## config.mk

```make
export PLATFORM = sky130hd
export DESIGN_NAME = handheld_audio_mixer_dc_block
export DESIGN_NICKNAME = d
export VERILOG_FILES = /design/src/design/hamdc_pkg.sv /design/src/design/hamdc_ctrl.sv /design/src/design/hamdc_lane.sv /design/src/design/handheld_audio_mixer_dc_block.sv
export SDC_FILE = /design/constraint.sdc
export NUM_CORES = 2
export LEC_CHECK = 0
export ABC_AREA = 1
export BUFFER_PORTS_ARGS = -buffer_cell sky130_fd_sc_hd__buf_2
export CAP_MARGIN = 20
export CORE_MARGIN = 5
export CORE_UTILIZATION = 44
export CTS_BUF_LIST = sky130_fd_sc_hd__clkbuf_8
export DETAILED_ROUTE_END_ITERATION = 8
export HOLD_SLACK_MARGIN = 0.08
export PLACE_DENSITY = 0.69
export SYNTH_ARGS = -nofsm -noshare
export SYNTH_HDL_FRONTEND = slang
export SYNTH_SLANG_ARGS = --single-unit
```

## constraint.sdc

```tcl
create_clock -name clk -period 13.8 [get_ports clk]
set_input_delay 0.69 -clock clk [delete_from_list [all_inputs] [get_ports clk]]
set_output_delay 0.69 -clock clk [all_outputs]
set_load 0.05 [all_outputs]
```

## src/design/hamdc_pkg.sv

```systemverilog
`default_nettype none

package hamdc_pkg;

  // Volume divisor and the leak ratio of the DC tracker
  localparam int VOLUME_MAX = 100;
  localparam int LEAK_DEN   = 100;     // leak is A * (LEAK_DEN - 1) / LEAK_DEN

  // Reciprocal divider: q ~ (m * floor(2^DIV_SHIFT / d)) >> DIV_SHIFT, then one fix-up
  localparam int DIV_SHIFT = 32;
  localparam int DIV_W     = 16;       // divisor width
  localparam int RECIP_W   = 33;       // reciprocal width (holds 2^32 for a divisor of one)

  localparam logic [RECIP_W-1:0] K_VOL  = RECIP_W'((64'd1 << DIV_SHIFT) / 64'(VOLUME_MAX));
  localparam logic [RECIP_W-1:0] K_LEAK = RECIP_W'((64'd1 << DIV_SHIFT) / 64'(LEAK_DEN));

  // Mixer limits (10-bit signed)
  localparam int MIX_MIN = -512;
  localparam int MIX_MAX = 511;

  // Integrator gain: times 20, then floor divide by 2^15
  localparam int DC_SHIFT = 15;

  // Configuration register indexes
  localparam logic [1:0] REG_PSG_SEL = 2'd0;
  localparam logic [1:0] REG_A_FULL  = 2'd1;
  localparam logic [1:0] REG_B_FULL  = 2'd2;
  localparam logic [1:0] REG_VOLUME  = 2'd3;

  localparam logic [6:0] VOLUME_RESET = 7'd100;

  // Sequencer steps
  typedef enum logic [3:0] {
    ST_IDLE,
    ST_MIX,
    ST_DV1,
    ST_DV2,
    ST_VOL,
    ST_LK1,
    ST_LK2,
    ST_DC,
    ST_ACC
  } step_t;

  // Command from the controller to both lanes
  typedef struct packed {
    logic  load;
    step_t step;
    logic  commit;
  } cmd_t;

endpackage

`default_nettype wire

```

## src/design/hamdc_ctrl.sv

```systemverilog
`default_nettype none

module hamdc_ctrl (
  input  wire logic          clk,
  input  wire logic          rst_n,
  input  wire logic          in_tvalid,
  input  wire logic          out_free,
  output logic               in_tready,
  output hamdc_pkg::cmd_t    cmd
);
  import hamdc_pkg::*;

  step_t step_r, step_nxt;

  // Hold the current step
  always_ff @(posedge clk) begin
    if (!rst_n) begin
      step_r <= ST_IDLE;
    end else begin
      step_r <= step_nxt;
    end
  end

  // Sequence the eight datapath steps; overlap the next accept with the commit
  always_comb begin
    step_nxt   = step_r;
    in_tready  = 1'b0;
    cmd.step   = step_r;
    cmd.commit = 1'b0;
    cmd.load   = 1'b0;
    case (step_r)
      ST_IDLE: begin
        in_tready = 1'b1;
        if (in_tvalid) begin
          step_nxt = ST_MIX;
        end
      end
      ST_MIX: step_nxt = ST_DV1;
      ST_DV1: step_nxt = ST_DV2;
      ST_DV2: step_nxt = ST_VOL;
      ST_VOL: step_nxt = ST_LK1;
      ST_LK1: step_nxt = ST_LK2;
      ST_LK2: step_nxt = ST_DC;
      ST_DC:  step_nxt = ST_ACC;
      ST_ACC: begin
        if (out_free) begin
          cmd.commit = 1'b1;
          in_tready  = 1'b1;
          step_nxt   = in_tvalid ? ST_MIX : ST_IDLE;
        end
      end
      default: step_nxt = ST_IDLE;
    endcase
    cmd.load = in_tready & in_tvalid;
  end

endmodule

`default_nettype wire

```

## src/design/hamdc_lane.sv

```systemverilog
`default_nettype none

module hamdc_lane (
  input  wire logic               clk,
  input  wire logic               rst_n,
  input  wire hamdc_pkg::cmd_t    cmd,
  input  wire logic signed [15:0] ds_sample,
  input  wire logic signed [15:0] psg_sample,
  input  wire logic               ds_full,
  input  wire logic        [1:0]  psg_sel,
  input  wire logic        [6:0]  volume,
  output logic signed      [15:0] result
);
  import hamdc_pkg::*;

  // Captured frame samples
  logic signed [15:0] ds_r, psg_r;

  // Working registers
  logic               neg_r;       // sign of the value under division
  logic               leak_sel_r;  // divider works on the leak (else volume)
  logic        [31:0] div_m_r;     // magnitude being divided
  logic        [31:0] q0_r;        // quotient estimate
  logic        [31:0] q_r;         // exact quotient
  logic               rnz_r;       // remainder nonzero
  logic signed [15:0] x_r;         // volume-scaled sample
  logic signed [24:0] d_r;         // integrator increment
  logic signed [31:0] acc_r;       // DC accumulator, Q16.16

  // Mix: scale and clip direct sound, shift tone, clip sum, apply volume
  logic signed [17:0] ds_scl;
  logic signed [9:0]  d_clip;
  logic signed [15:0] tone;
  logic signed [16:0] mix_sum;
  logic signed [9:0]  mix_clip;
  logic signed [15:0] mix_scl;
  logic signed [7:0]  vol_s;
  logic signed [23:0] prod;
  logic        [23:0] prod_mag;

  always_comb begin
    ds_scl = ds_full ? {ds_r, 2'b00} : {ds_r[15], ds_r, 1'b0};
    if (ds_scl < MIX_MIN) begin
      d_clip = 10'(MIX_MIN);
    end else if (ds_scl > MIX_MAX) begin
      d_clip = 10'(MIX_MAX);
    end else begin
      d_clip = ds_scl[9:0];
    end
    // Select one acts as a half, two as full level, zero and three as a quarter
    case (psg_sel)
      2'd1:    tone = psg_r >>> 1;
      2'd2:    tone = psg_r;
      default: tone = psg_r >>> 2;
    endcase
    mix_sum = {{7{d_clip[9]}}, d_clip} + {tone[15], tone};
    if (mix_sum < MIX_MIN) begin
      mix_clip = 10'(MIX_MIN);
    end else if (mix_sum > MIX_MAX) begin
      mix_clip = 10'(MIX_MAX);
    end else begin
      mix_clip = mix_sum[9:0];
    end
    mix_scl  = {mix_clip, 6'b000000};
    vol_s    = {1'b0, volume};
    prod     = mix_scl * vol_s;
    prod_mag = prod[23] ? 24'(-prod) : prod;
  end

  // Shared constant divider: reciprocal multiply, then one correction
  logic [DIV_W-1:0]   d_sel;
  logic [RECIP_W-1:0] k_sel;
  logic [64:0]        recip_prod;
  logic [47:0]        qd;
  logic [47:0]        rem;
  logic               rem_ge;

  always_comb begin
    d_sel      = leak_sel_r ? DIV_W'(LEAK_DEN) : DIV_W'(VOLUME_MAX);
    k_sel      = leak_sel_r ? K_LEAK : K_VOL;
    recip_prod = 65'(div_m_r) * 65'(k_sel);
    qd         = 48'(q0_r) * 48'(d_sel);
    rem        = 48'(div_m_r) - qd;
    rem_ge     = rem >= 48'(d_sel);
  end

  // Volume result: apply sign, saturate to 16 bits
  logic signed [15:0] x_sat;

  always_comb begin
    if (!neg_r) begin
      x_sat = (q_r > 32'd32767) ? 16'sh7FFF : q_r[15:0];
    end else begin
      x_sat = (q_r > 32'd32768) ? 16'sh8000 : 16'(16'd0 - q_r[15:0]);
    end
  end

  // Leak and increment: leak = A + floor(-A / 100), d = floor((X - leak) * 20 / 2^15)
  logic signed [33:0] fl;
  logic signed [33:0] leak;
  logic signed [34:0] diff;
  logic signed [39:0] diff_w;
  logic signed [39:0] times20;

  always_comb begin
    fl      = neg_r ? -($signed({2'b00, q_r}) + $signed({33'd0, rnz_r}))
                    : $signed({2'b00, q_r});
    leak    = {{2{acc_r[31]}}, acc_r} + fl;
    diff    = {{3{x_r[15]}}, x_r, 16'd0} - {leak[33], leak};
    diff_w  = {{5{diff[34]}}, diff};
    times20 = (diff_w <<< 4) + (diff_w <<< 2);
  end

  // Accumulate with saturation, subtract the DC estimate from the sample
  logic signed [33:0] asum;
  logic signed [31:0] acc_new;
  logic signed [16:0] osum;

  always_comb begin
    asum = {{2{acc_r[31]}}, acc_r} + {{9{d_r[24]}}, d_r};
    if (asum > 34'sh0_7FFF_FFFF) begin
      acc_new = 32'sh7FFF_FFFF;
    end else if (asum < -34'sh0_8000_0000) begin
      acc_new = 32'sh8000_0000;
    end else begin
      acc_new = asum[31:0];
    end
    osum = {x_r[15], x_r} - {acc_new[31], acc_new[31:16]};
    if (osum > 17'sd32767) begin
      result = 16'sh7FFF;
    end else if (osum < -17'sd32768) begin
      result = 16'sh8000;
    end else begin
      result = osum[15:0];
    end
  end

  // Capture samples on an accepted transaction
  always_ff @(posedge clk) begin
    if (cmd.load) begin
      ds_r  <= ds_sample;
      psg_r <= psg_sample;
    end
  end

  // Advance the datapath one step per cycle, except while the sequencer idles or waits at its last step
  always_ff @(posedge clk) begin
    case (cmd.step)
      ST_MIX: begin
        neg_r      <= prod[23];
        div_m_r    <= {8'd0, prod_mag};
        leak_sel_r <= 1'b0;
      end
      ST_DV1, ST_LK1: begin
        q0_r <= recip_prod[63:32];
      end
      ST_DV2, ST_LK2: begin
        q_r   <= q0_r + 32'(rem_ge);
        rnz_r <= rem_ge ? (rem != 48'(d_sel)) : (rem != 48'd0);
      end
      ST_VOL: begin
        x_r        <= x_sat;
        // Divide -A: negative when A is positive
        neg_r      <= !acc_r[31] && (acc_r != 32'sd0);
        div_m_r    <= acc_r[31] ? 32'(-acc_r) : acc_r;
        leak_sel_r <= 1'b1;
      end
      ST_DC: begin
        d_r <= times20[39:DC_SHIFT];
      end
      default: begin
      end
    endcase
  end

  // Update the accumulator once per frame, when the result is committed
  always_ff @(posedge clk) begin
    if (!rst_n) begin
      acc_r <= 32'sd0;
    end else if (cmd.commit) begin
      acc_r <= acc_new;
    end
  end

endmodule

`default_nettype wire

```

## src/design/handheld_audio_mixer_dc_block.sv

```systemverilog
// Stereo mixer with DC blocker.
// Input channel (in_*): one stereo frame per transaction, four signed 16-bit
// samples in in_tdata. Output channel (out_*): one transaction per frame with
// the left and right signed 16-bit results in out_tdata.
// Configuration: write cfg_wdata to register cfg_index while cfg_we is high;
// 0 tone level select, 1 direct sound A full, 2 direct sound B full,
// 3 speaker volume. Write only while no frame is in flight.
// Each frame runs through the eight-step sequence in each lane, whose
// constant divider (reciprocal multiply plus correction) is used twice per
// frame: once for volume, once for the integrator leak. A new frame is not
// taken while one is still before its last step; it is taken in the same
// cycle a result enters the output register.
// Reset clears the sequencer, output valid, the DC accumulators and the
// configuration (volume resets to 100). When the receiver stalls, the result
// holds in the output register; the next frame may already be taken and runs
// up to its last step, then waits until the output register frees.
`default_nettype none

module handheld_audio_mixer_dc_block (
  input  wire logic        clk,
  input  wire logic        rst_n,
  // Input stream
  input  wire logic        in_tvalid,
  output logic             in_tready,
  input  wire logic [63:0] in_tdata,   // dsound_a_sample, dsound_b_sample, psg_left, psg_right
  // Output stream
  output logic             out_tvalid,
  input  wire logic        out_tready,
  output logic      [31:0] out_tdata,  // out_left, out_right
  // Configuration write port
  input  wire logic        cfg_we,
  input  wire logic [1:0]  cfg_index,
  input  wire logic [6:0]  cfg_wdata
);
  import hamdc_pkg::*;

  // Configuration registers
  logic [1:0] psg_sel_r;
  logic       a_full_r, b_full_r;
  logic [6:0] volume_r;

  always_ff @(posedge clk) begin
    if (!rst_n) begin
      psg_sel_r <= 2'd0;
      a_full_r  <= 1'b0;
      b_full_r  <= 1'b0;
      volume_r  <= VOLUME_RESET;
    end else if (cfg_we) begin
      case (cfg_index)
        REG_PSG_SEL: psg_sel_r <= cfg_wdata[1:0];
        REG_A_FULL:  a_full_r  <= cfg_wdata[0];
        REG_B_FULL:  b_full_r  <= cfg_wdata[0];
        REG_VOLUME:  volume_r  <= cfg_wdata;
        default: begin
        end
      endcase
    end
  end

  // Controller
  cmd_t cmd;
  logic out_tvalid_r;
  logic out_free;

  assign out_free = !out_tvalid_r || out_tready;

  hamdc_ctrl u_ctrl (
    .clk       (clk),
    .rst_n     (rst_n),
    .in_tvalid (in_tvalid),
    .out_free  (out_free),
    .in_tready (in_tready),
    .cmd       (cmd)
  );

  // Lanes: direct sound B feeds the left, A feeds the right
  logic signed [15:0] left_res, right_res;

  hamdc_lane u_lane_left (
    .clk        (clk),
    .rst_n      (rst_n),
    .cmd        (cmd),
    .ds_sample  (in_tdata[31:16]),
    .psg_sample (in_tdata[47:32]),
    .ds_full    (b_full_r),
    .psg_sel    (psg_sel_r),
    .volume     (volume_r),
    .result     (left_res)
  );

  hamdc_lane u_lane_right (
    .clk        (clk),
    .rst_n      (rst_n),
    .cmd        (cmd),
    .ds_sample  (in_tdata[15:0]),
    .psg_sample (in_tdata[63:48]),
    .ds_full    (a_full_r),
    .psg_sel    (psg_sel_r),
    .volume     (volume_r),
    .result     (right_res)
  );

  // Output register
  logic [31:0] out_tdata_r;

  always_ff @(posedge clk) begin
    if (!rst_n) begin
      out_tvalid_r <= 1'b0;
    end else if (cmd.commit) begin
      out_tvalid_r <= 1'b1;
    end else if (out_tready) begin
      out_tvalid_r <= 1'b0;
    end
  end

  always_ff @(posedge clk) begin
    if (cmd.commit) begin
      out_tdata_r <= {right_res, left_res};
    end
  end

  assign out_tvalid = out_tvalid_r;
  assign out_tdata  = out_tdata_r;

  // A committed result is presented next cycle
  a_commit_shows: assert property (@(posedge clk) disable iff (!rst_n)
    cmd.commit |=> out_tvalid_r)
    else $error("committed result not presented");

  // An accepted frame always starts at the mix step
  a_accept_starts: assert property (@(posedge clk) disable iff (!rst_n)
    (in_tvalid && in_tready) |=> (cmd.step == ST_MIX))
    else $error("accepted frame did not start");

  // The last step waits only on a full, stalled output register
  a_acc_wait: assert property (@(posedge clk) disable iff (!rst_n)
    ((cmd.step == ST_ACC) && !cmd.commit) |-> (out_tvalid_r && !out_tready))
    else $error("last step stalled without cause");

  // Never commit over a result that is still waiting
  a_no_overwrite: assert property (@(posedge clk) disable iff (!rst_n)
    (cmd.commit && out_tvalid_r) |-> out_tready)
    else $error("result overwritten");

endmodule

`default_nettype wire

```

Word level (Yosys, flattened, before mapping)

Index checks and enable logic that the tools add are counted.

Register bits after elaboration: 454
Bits of input ports: 78
Output and inout port bits: 34

Add/sub/neg operators: 26
Multipliers: 6
Magnitude comparators: 22
Eq/ne operators: 17
Mux-type cells: 45
Bitwise logic cells: 1
Reduce and logical (&&, ||, !) cells: 21

Operators by type and width:

| kind                                                            | count |
|---|---|
| 2-to-1 mux 32 bit                                               | 6 |
| 2-to-1 mux 16 bit                                               | 8 |
| one-hot mux 32 bit (2 select lines)                             | 2 |
| multiplier 32 x 23 -> 55 bit, second input constant             | 2 |
| >= comparator 48 x 7 -> 1 bit, second input constant            | 2 |
| != test 48 x 7 -> 1 bit, second input constant                  | 2 |
| nonzero test 48 bit                                             | 2 |
| subtractor 32 x 48 -> 48 bit                                    | 2 |
| adder 39 x 37 -> 40 bit                                         | 2 |
| 2-to-1 mux 10 bit                                               | 8 |
| multiplier 32 x 5 -> 37 bit, second input constant              | 2 |
| subtractor 32 x 34 -> 35 bit                                    | 2 |
| adder 34 bit                                                    | 2 |
| greater-than comparator 34 x 32 -> 1 bit, second input constant | 2 |
| < comparator 34 x 32 -> 1 bit, second input constant            | 2 |
| 2-to-1 mux 34 bit                                               | 2 |
| negator 34 bit                                                  | 2 |
| adder 32 x 1 -> 33 bit                                          | 2 |
| adder 32 x 25 -> 33 bit                                         | 2 |
| adder 32 x 1 -> 32 bit                                          | 2 |
| greater-than comparator 32 x 15 -> 1 bit, second input constant | 2 |
| greater-than comparator 32 x 16 -> 1 bit, second input constant | 2 |
| negator 32 bit                                                  | 2 |
| nonzero test 32 bit                                             | 2 |
| 34 further kinds                                                | 74 |

Longest topological paths before layout

Depth in word-level cells: 12
Mapped depth: 53
Gate-level depth less buffers: 51

By module

Synthesis repeated with hierarchy kept, for this count alone.

Cells, all modules: 10,338
Area total of the unflattened synthesis: 81,064.0 µm²

Modules (own cells, without submodules):

| module                        | times used | cells an instance | area an instance (µm²) | seq. area each (µm²) |
|---|---|---|---|---|
| hamdc_lane (u_lane_right)     | 1          | 5,116             | 39,859.5               | 5,445.2 |
| hamdc_lane (u_lane_left)      | 1          | 5,081             | 39,496.6               | 5,445.2 |
| handheld_audio_mixer_dc_block | 1          | 106               | 1,481.4                | 1,201.2 |
| hamdc_ctrl                    | 1          | 35                | 226.5                  | 80.1 |

Least setup slack after synthesis

No wires, ideal clock.

Path type: flip-flop to flip-flop
Start point: reg a_full_r
End point: reg u_lane_right.div_m_r[14] (data pin)
Library setup time: 0.256 ns
Arrival time: 7.645 ns
Slack: 5.899 ns
Cell stages (with the launch flop): 46
Path buffers: 5
Period minus slack after synthesis: 7.901 ns
Path through: dfxtp_1 -> clkbuf_1 -> buf_1 -> a2111oi_0 -> nand4_1 -> inv_1 -> a21oi_1 -> ha_1 -> inv_1 -> fa_1 -> inv_1 -> nand3_1 -> nand3_1 -> nand3_1 -> nand3_1 -> nand2_1 -> nand3_1 -> nand2_1 -> [... 10 more ...] -> inv_1 -> fa_1 -> inv_1 -> ha_1 -> a21oi_1 -> o21ai_0 -> nand2_1 -> nand3_1 -> a31oi_1 -> o21ai_0 -> nand2_1 -> nand3_1 -> nand2_1 -> buf_2 -> buf_2 -> nand3_1 -> nand3_1 -> nand2_1

Cells in the longest elaborated chain, start to end: 12
Elaborated cells on any way between the ends: 14
Those cells by class: add/sub: 2; mul: 1; order compare: 4; mux: 7

Ends and longest elaborated chain:

| what                                     | line                                | source |
|---|---|---|
| from (decl)                              | handheld_audio_mixer_dc_block.sv:39 | `logic a_full_r, b_full_r;` |
| from (signal assigned)                   | handheld_audio_mixer_dc_block.sv:51 | `REG_A_FULL: a_full_r <= cfg_wdata[0];` |
| 2-to-1 mux 17 bit *                      | hamdc_lane.sv:42                    | `ds_scl = ds_full ? {ds_r, 2'b00} : {ds_r[15], ds_r, 1'b0};` |
| greater-than comparator 18 x 10 -> 1 bit | hamdc_lane.sv:45                    | `end else if (ds_scl > MIX_MAX) begin` |
| 2-to-1 mux 10 bit                        | hamdc_lane.sv:45                    |  |
| 2-to-1 mux 10 bit *                      | hamdc_lane.sv:43                    | `if (ds_scl < MIX_MIN) begin` |
| adder 10 x 16 -> 17 bit *                | hamdc_lane.sv:56                    | `mix_sum = {{7{d_clip[9]}}, d_clip} + {tone[15], tone};` |
| greater-than comparator 17 x 10 -> 1 bit | hamdc_lane.sv:59                    | `end else if (mix_sum > MIX_MAX) begin` |
| 2-to-1 mux 10 bit                        | hamdc_lane.sv:59                    |  |
| 2-to-1 mux 10 bit *                      | hamdc_lane.sv:57                    | `if (mix_sum < MIX_MIN) begin` |
| multiplier 10 x 8 -> 18 bit *            | hamdc_lane.sv:66                    | `prod = mix_scl * vol_s;` |
| negator 24 bit                           | hamdc_lane.sv:67                    | `prod_mag = prod[23] ? 24'(-prod) : prod;` |
| 2-to-1 mux 24 bit *                      | hamdc_lane.sv:67                    |  |
| one-hot mux 32 bit (2 select lines) *    | hamdc_lane.sv:148                   | `case (cmd.step)` |
| to (signal assigned)                     | hamdc_lane.sv:151                   | `div_m_r <= {8'd0, prod_mag};` |
| to (signal assigned)                     | hamdc_lane.sv:165                   | `div_m_r <= acc_r[31] ? 32'(-acc_r) : acc_r;` |
| to (decl)                                | hamdc_lane.sv:22                    | `logic [31:0] div_m_r;` |

Every way passes the cells marked *; elsewhere a longest branch is shown, timed or not.
A chain may end at the register's enable or synchronous reset.

Final worst setup path

Start point: reg psg_sel_r[0]
End point: reg u_lane_right.div_m_r[8] (data pin)

Cells in the longest elaborated chain, start to end: 10
Elaborated cells on any way between the ends: 12
Those cells by class: add/sub: 2; mul: 1; order compare: 2; eq/ne: 2; mux: 5

Ends and longest elaborated chain:

| what                                                                       | line                                | source |
|---|---|---|
| from (decl)                                                                | handheld_audio_mixer_dc_block.sv:38 | `logic [1:0] psg_sel_r;` |
| from (signal assigned)                                                     | handheld_audio_mixer_dc_block.sv:50 | `REG_PSG_SEL: psg_sel_r <= cfg_wdata[1:0];` |
| equality test 2 bit / equality test 2 x 1 -> 1 bit (equally long branches) | hamdc_lane.sv:51                    | `case (psg_sel)` |
| one-hot mux 15 bit (2 select lines) *                                      | hamdc_lane.sv:51                    |  |
| adder 10 x 16 -> 17 bit *                                                  | hamdc_lane.sv:56                    |  |
| greater-than comparator 17 x 10 -> 1 bit                                   | hamdc_lane.sv:59                    |  |
| 2-to-1 mux 10 bit                                                          | hamdc_lane.sv:59                    |  |
| 2-to-1 mux 10 bit *                                                        | hamdc_lane.sv:57                    |  |
| multiplier 10 x 8 -> 18 bit *                                              | hamdc_lane.sv:66                    |  |
| negator 24 bit                                                             | hamdc_lane.sv:67                    |  |
| 2-to-1 mux 24 bit *                                                        | hamdc_lane.sv:67                    |  |
| one-hot mux 32 bit (2 select lines) *                                      | hamdc_lane.sv:148                   |  |

Marks and branches as above.

==> impl_metrics.toml <==
[route]
drt_iter0_drc = 5775
totalWireLength_mm = 249
drc_errors = 0
routed_via_density = 5.50
antenna_left = 0
wl_per_cell_um = 19.6
dr.pass1.iters = 6
dr_total_vias = 69934

[placement]
port_buffers = 111
hpwl_mm = 208
place_congestion = 1.00

[worst_setup_path]
rr_worst_depth = 43
r2r_setup_slack_ns = 3.70
crit_buf_inv = 9
start_kind = "flip-flop"
crit_type = "reg -> reg"
crit_family = "adder cells"
endpoint_kind = "flip-flop"
cp_slowest_cell = "nand2_1"
crit_required_ns = 14.33
crit_fanout = 29
max_stage_delay_ns = 0.68
r2r-end = "u_lane_right.div_m_r[8]"
r2r_start = "psg_sel_r[0]"
worstPathArrival_ns = 10.63
crit_path_frequent_cell = "nand2_1"

[synthesis]
syn_avg_cell_area_sq_um = 7.86
yosys_most_used_dff = "edfxtp_1"
syn_area_sq_mm = 0.0793
synth_top_cell_by_area = "ha_1"
seq_area_frac_synth = 0.154
synth.top_cell.area_share = 0.199
yosysUniqueCellTypes = 74
synth_fp_nets = 12142
ys_top_cells_by_area = "ha_1 (20%), fa_1 (18%), edfxtp_1 (13%)"
synth_cells = 10084
ys_warn_count = 0
synth_seq_cells = 432
synth_edf_count = 352
async_flop_share = 0

[clock_tree]
cts_tree = "yes"
cts_buffers = 83
clockBufferDepth = 3
cts_sinks = 432
clk_latency_ns = 0.82
clkTransAtPathRegs_ns = 0.07
h-tree-depth = 3
clockRootBuffer = "clkbuf_8"

[timing]
worstMarginPinSlew_ns = 1.12
setup_viol = 0
rsz0062_at_grt = "no"
finalCriticalPeriod_ns = 10.10
final-hold-violation-count = 0
relSlewSlack = 0.254
finClkSkew_ns = 0.0775
clock.fmax_ghz = 0.0990
period_share = 0.732
slew_viol_final = 0
timing.setup.tns_ns = 0

[floorplanning]
die_h_um = 434
io_pins = 112
die_area_sq_mm = 0.189
rows = 155
start_util = 0.443
core_area_sq_mm = 0.179
die_x_um = 434

[min_path]
hold_end = "volume_r[5]"
hold_depth = 3
hp-start = "cfg_wdata[5]"
hold_class = "in -> reg"

[cells_and_area]
drive_gt1_frac = 0.0413
area_growth_pct = 7.36
fin_nets = 12341

[global_routing]
gr-total-overflow = 0
grt_max_degree = 70
grt_pass1_vias = 69081
grt_pass1_wl_mm = 390
grtUsageTotal = 0.262
antenna_found_initial = 3

[run_status]
outcome = "finished, final reports clean"

[flow_run]
cap_viol_max_count = 0
Yosys cell counts (all sizes together) (22+ instances only):
cell and instances:
a21boi 22, a21o 42, a21oi 828, a221oi 27
a31oi 63, buf 38, clkbuf 69, dfxtp 80
edfxtp 352, fa 718, ha 1262, inv 1834
nand2 1667, nand3 411, nand3b 23, nand4 126
nor2 912, nor3 137, nor4 52, o211ai 29
o21a 50, o21ai 548, o21bai 45, o221ai 37
or2 26, xnor2 187, xor2 372
cell type report:
| cell class | instances | area, sq um |
|---|---|---|
| inverters | 1839 | 6900 |
| repair buffers | 221 | 1550 |
| diodes | 3 | 7.51 |
| flip-flops and latches | 432 | 12200 |
| well taps | 2355 | 2950 |
| fillers | 17603 | 93700 |
| clock buffers | 87 | 1200 |
| clock inverters | 66 | 552 |
| multi-input cells | 7706 | 59800 |
how the worst max path moves through the flow:
stage / startpoint / to / depth (start not counted)
2_1_floorplan: a_full_r / u_lane_right.div_m_r[14] / 45
3_3_place_gp: psg_sel_r[0] / u_lane_left.div_m_r[12] / 35
3_5_place_dp: psg_sel_r[0] / u_lane_left.div_m_r[10] / 36
4_1_cts: psg_sel_r[0] / u_lane_left.div_m_r[12] / 35
5_1_grt: psg_sel_r[0] / u_lane_right.div_m_r[7] / 43
6_report: psg_sel_r[0] / u_lane_right.div_m_r[8] / 43
sequential cells by signal, indices dropped and copies added (netlist names), 25 cells and up:
signal / flops
out_tdata: 32
u_lane_left.acc_r: 32
u_lane_left.div_m_r: 32
u_lane_right.acc_r: 32
u_lane_right.div_m_r: 32
u_lane_left.q_r: 27
u_lane_right.q_r: 27
u_lane_left.q0_r: 26
u_lane_right.q0_r: 26
u_lane_left.d_r: 25
u_lane_right.d_r: 25
tightest hold or removal path, delay by kind of cell:
family	cells	cell delay, ns
buffers and inverters	1	0.13
AO/OA/AOI/OAI	2	0.13
stage by stage:
stage,setup slack (ns),instance area [sq um],hold slack [ns],util,instances
CTS,3.57,85100,0.0887,0.476,12705
finish,3.70,85100,0.171,0.476,12709
detailed placement,3.59,82700,0.480,0.462,12488
floorplan,5.90,79300,0.451,-,10084
global placement,3.79,82700,0.470,0.462,12487
global route,2.70,85100,0.124,0.476,12708
routing by layer:
metal | wire length, um | vias up | global-route usage
met5 | 0 | - | 0
met4 | 7130 | 0 | 0.0692
met3 | 17200 | 343 | 0.0333
met2 | 109000 | 2299 | 0.413
met1 | 116000 | 33532 | 0.380
li1 | - | 33760 | -
layout by cell type (no fill, tap or decap), types with 23 or more instances in the layout:
master	n
nand4_1	123
nand3_1	398
nand2_1	1651
o21bai_1	45
buf_4	44
dlygate4sd3_1	64
o221ai_1	37
a21oi_1	826
or2_2	23
dfxtp_1	80
a21o_1	42
o21a_1	50
xnor2_1	184
edfxtp_1	352
clkbuf_8	87
fa_1	718
nor4_1	48
a221oi_1	27
nor3_1	124
buf_2	112
a31oi_1	63
o21ai_0	514
nor2_1	872
inv_1	1845
xor2_1	365
nor2_2	24
ha_1	1262
o211ai_1	29
kinds of logic (layout without fill, tap and decap cells):
| group | Yosys count | after routing | synth area share |
|---|---|---|---|
| simple gates | 3375 | 3375 | 0.182 |
| fa+ha+maj | 1980 | 1980 | 0.381 |
| buf+inv | 1946 | 2213 | 0.0931 |
| compound gates | 1773 | 1773 | 0.125 |
| xor+xnor | 559 | 559 | 0.0628 |
| flops | 432 | 432 | 0.154 |
| mux | 19 | 19 | 0.00240 |
| other cells | 0 | 3 | 0 |
what timing repair did:
| item | 4_1_cts | 5_1_grt |
|---|---|---|
| resized for setup | 0 | 0 |
| buffers inserted | 0 | 0 |
| hold buffers | 64 | 0 |
| endpoints found under the hold margin | 64 | 0 |
Power is not shown: default switching activity piles up to over one toggle a cycle in this logic, so the estimate is an artifact.
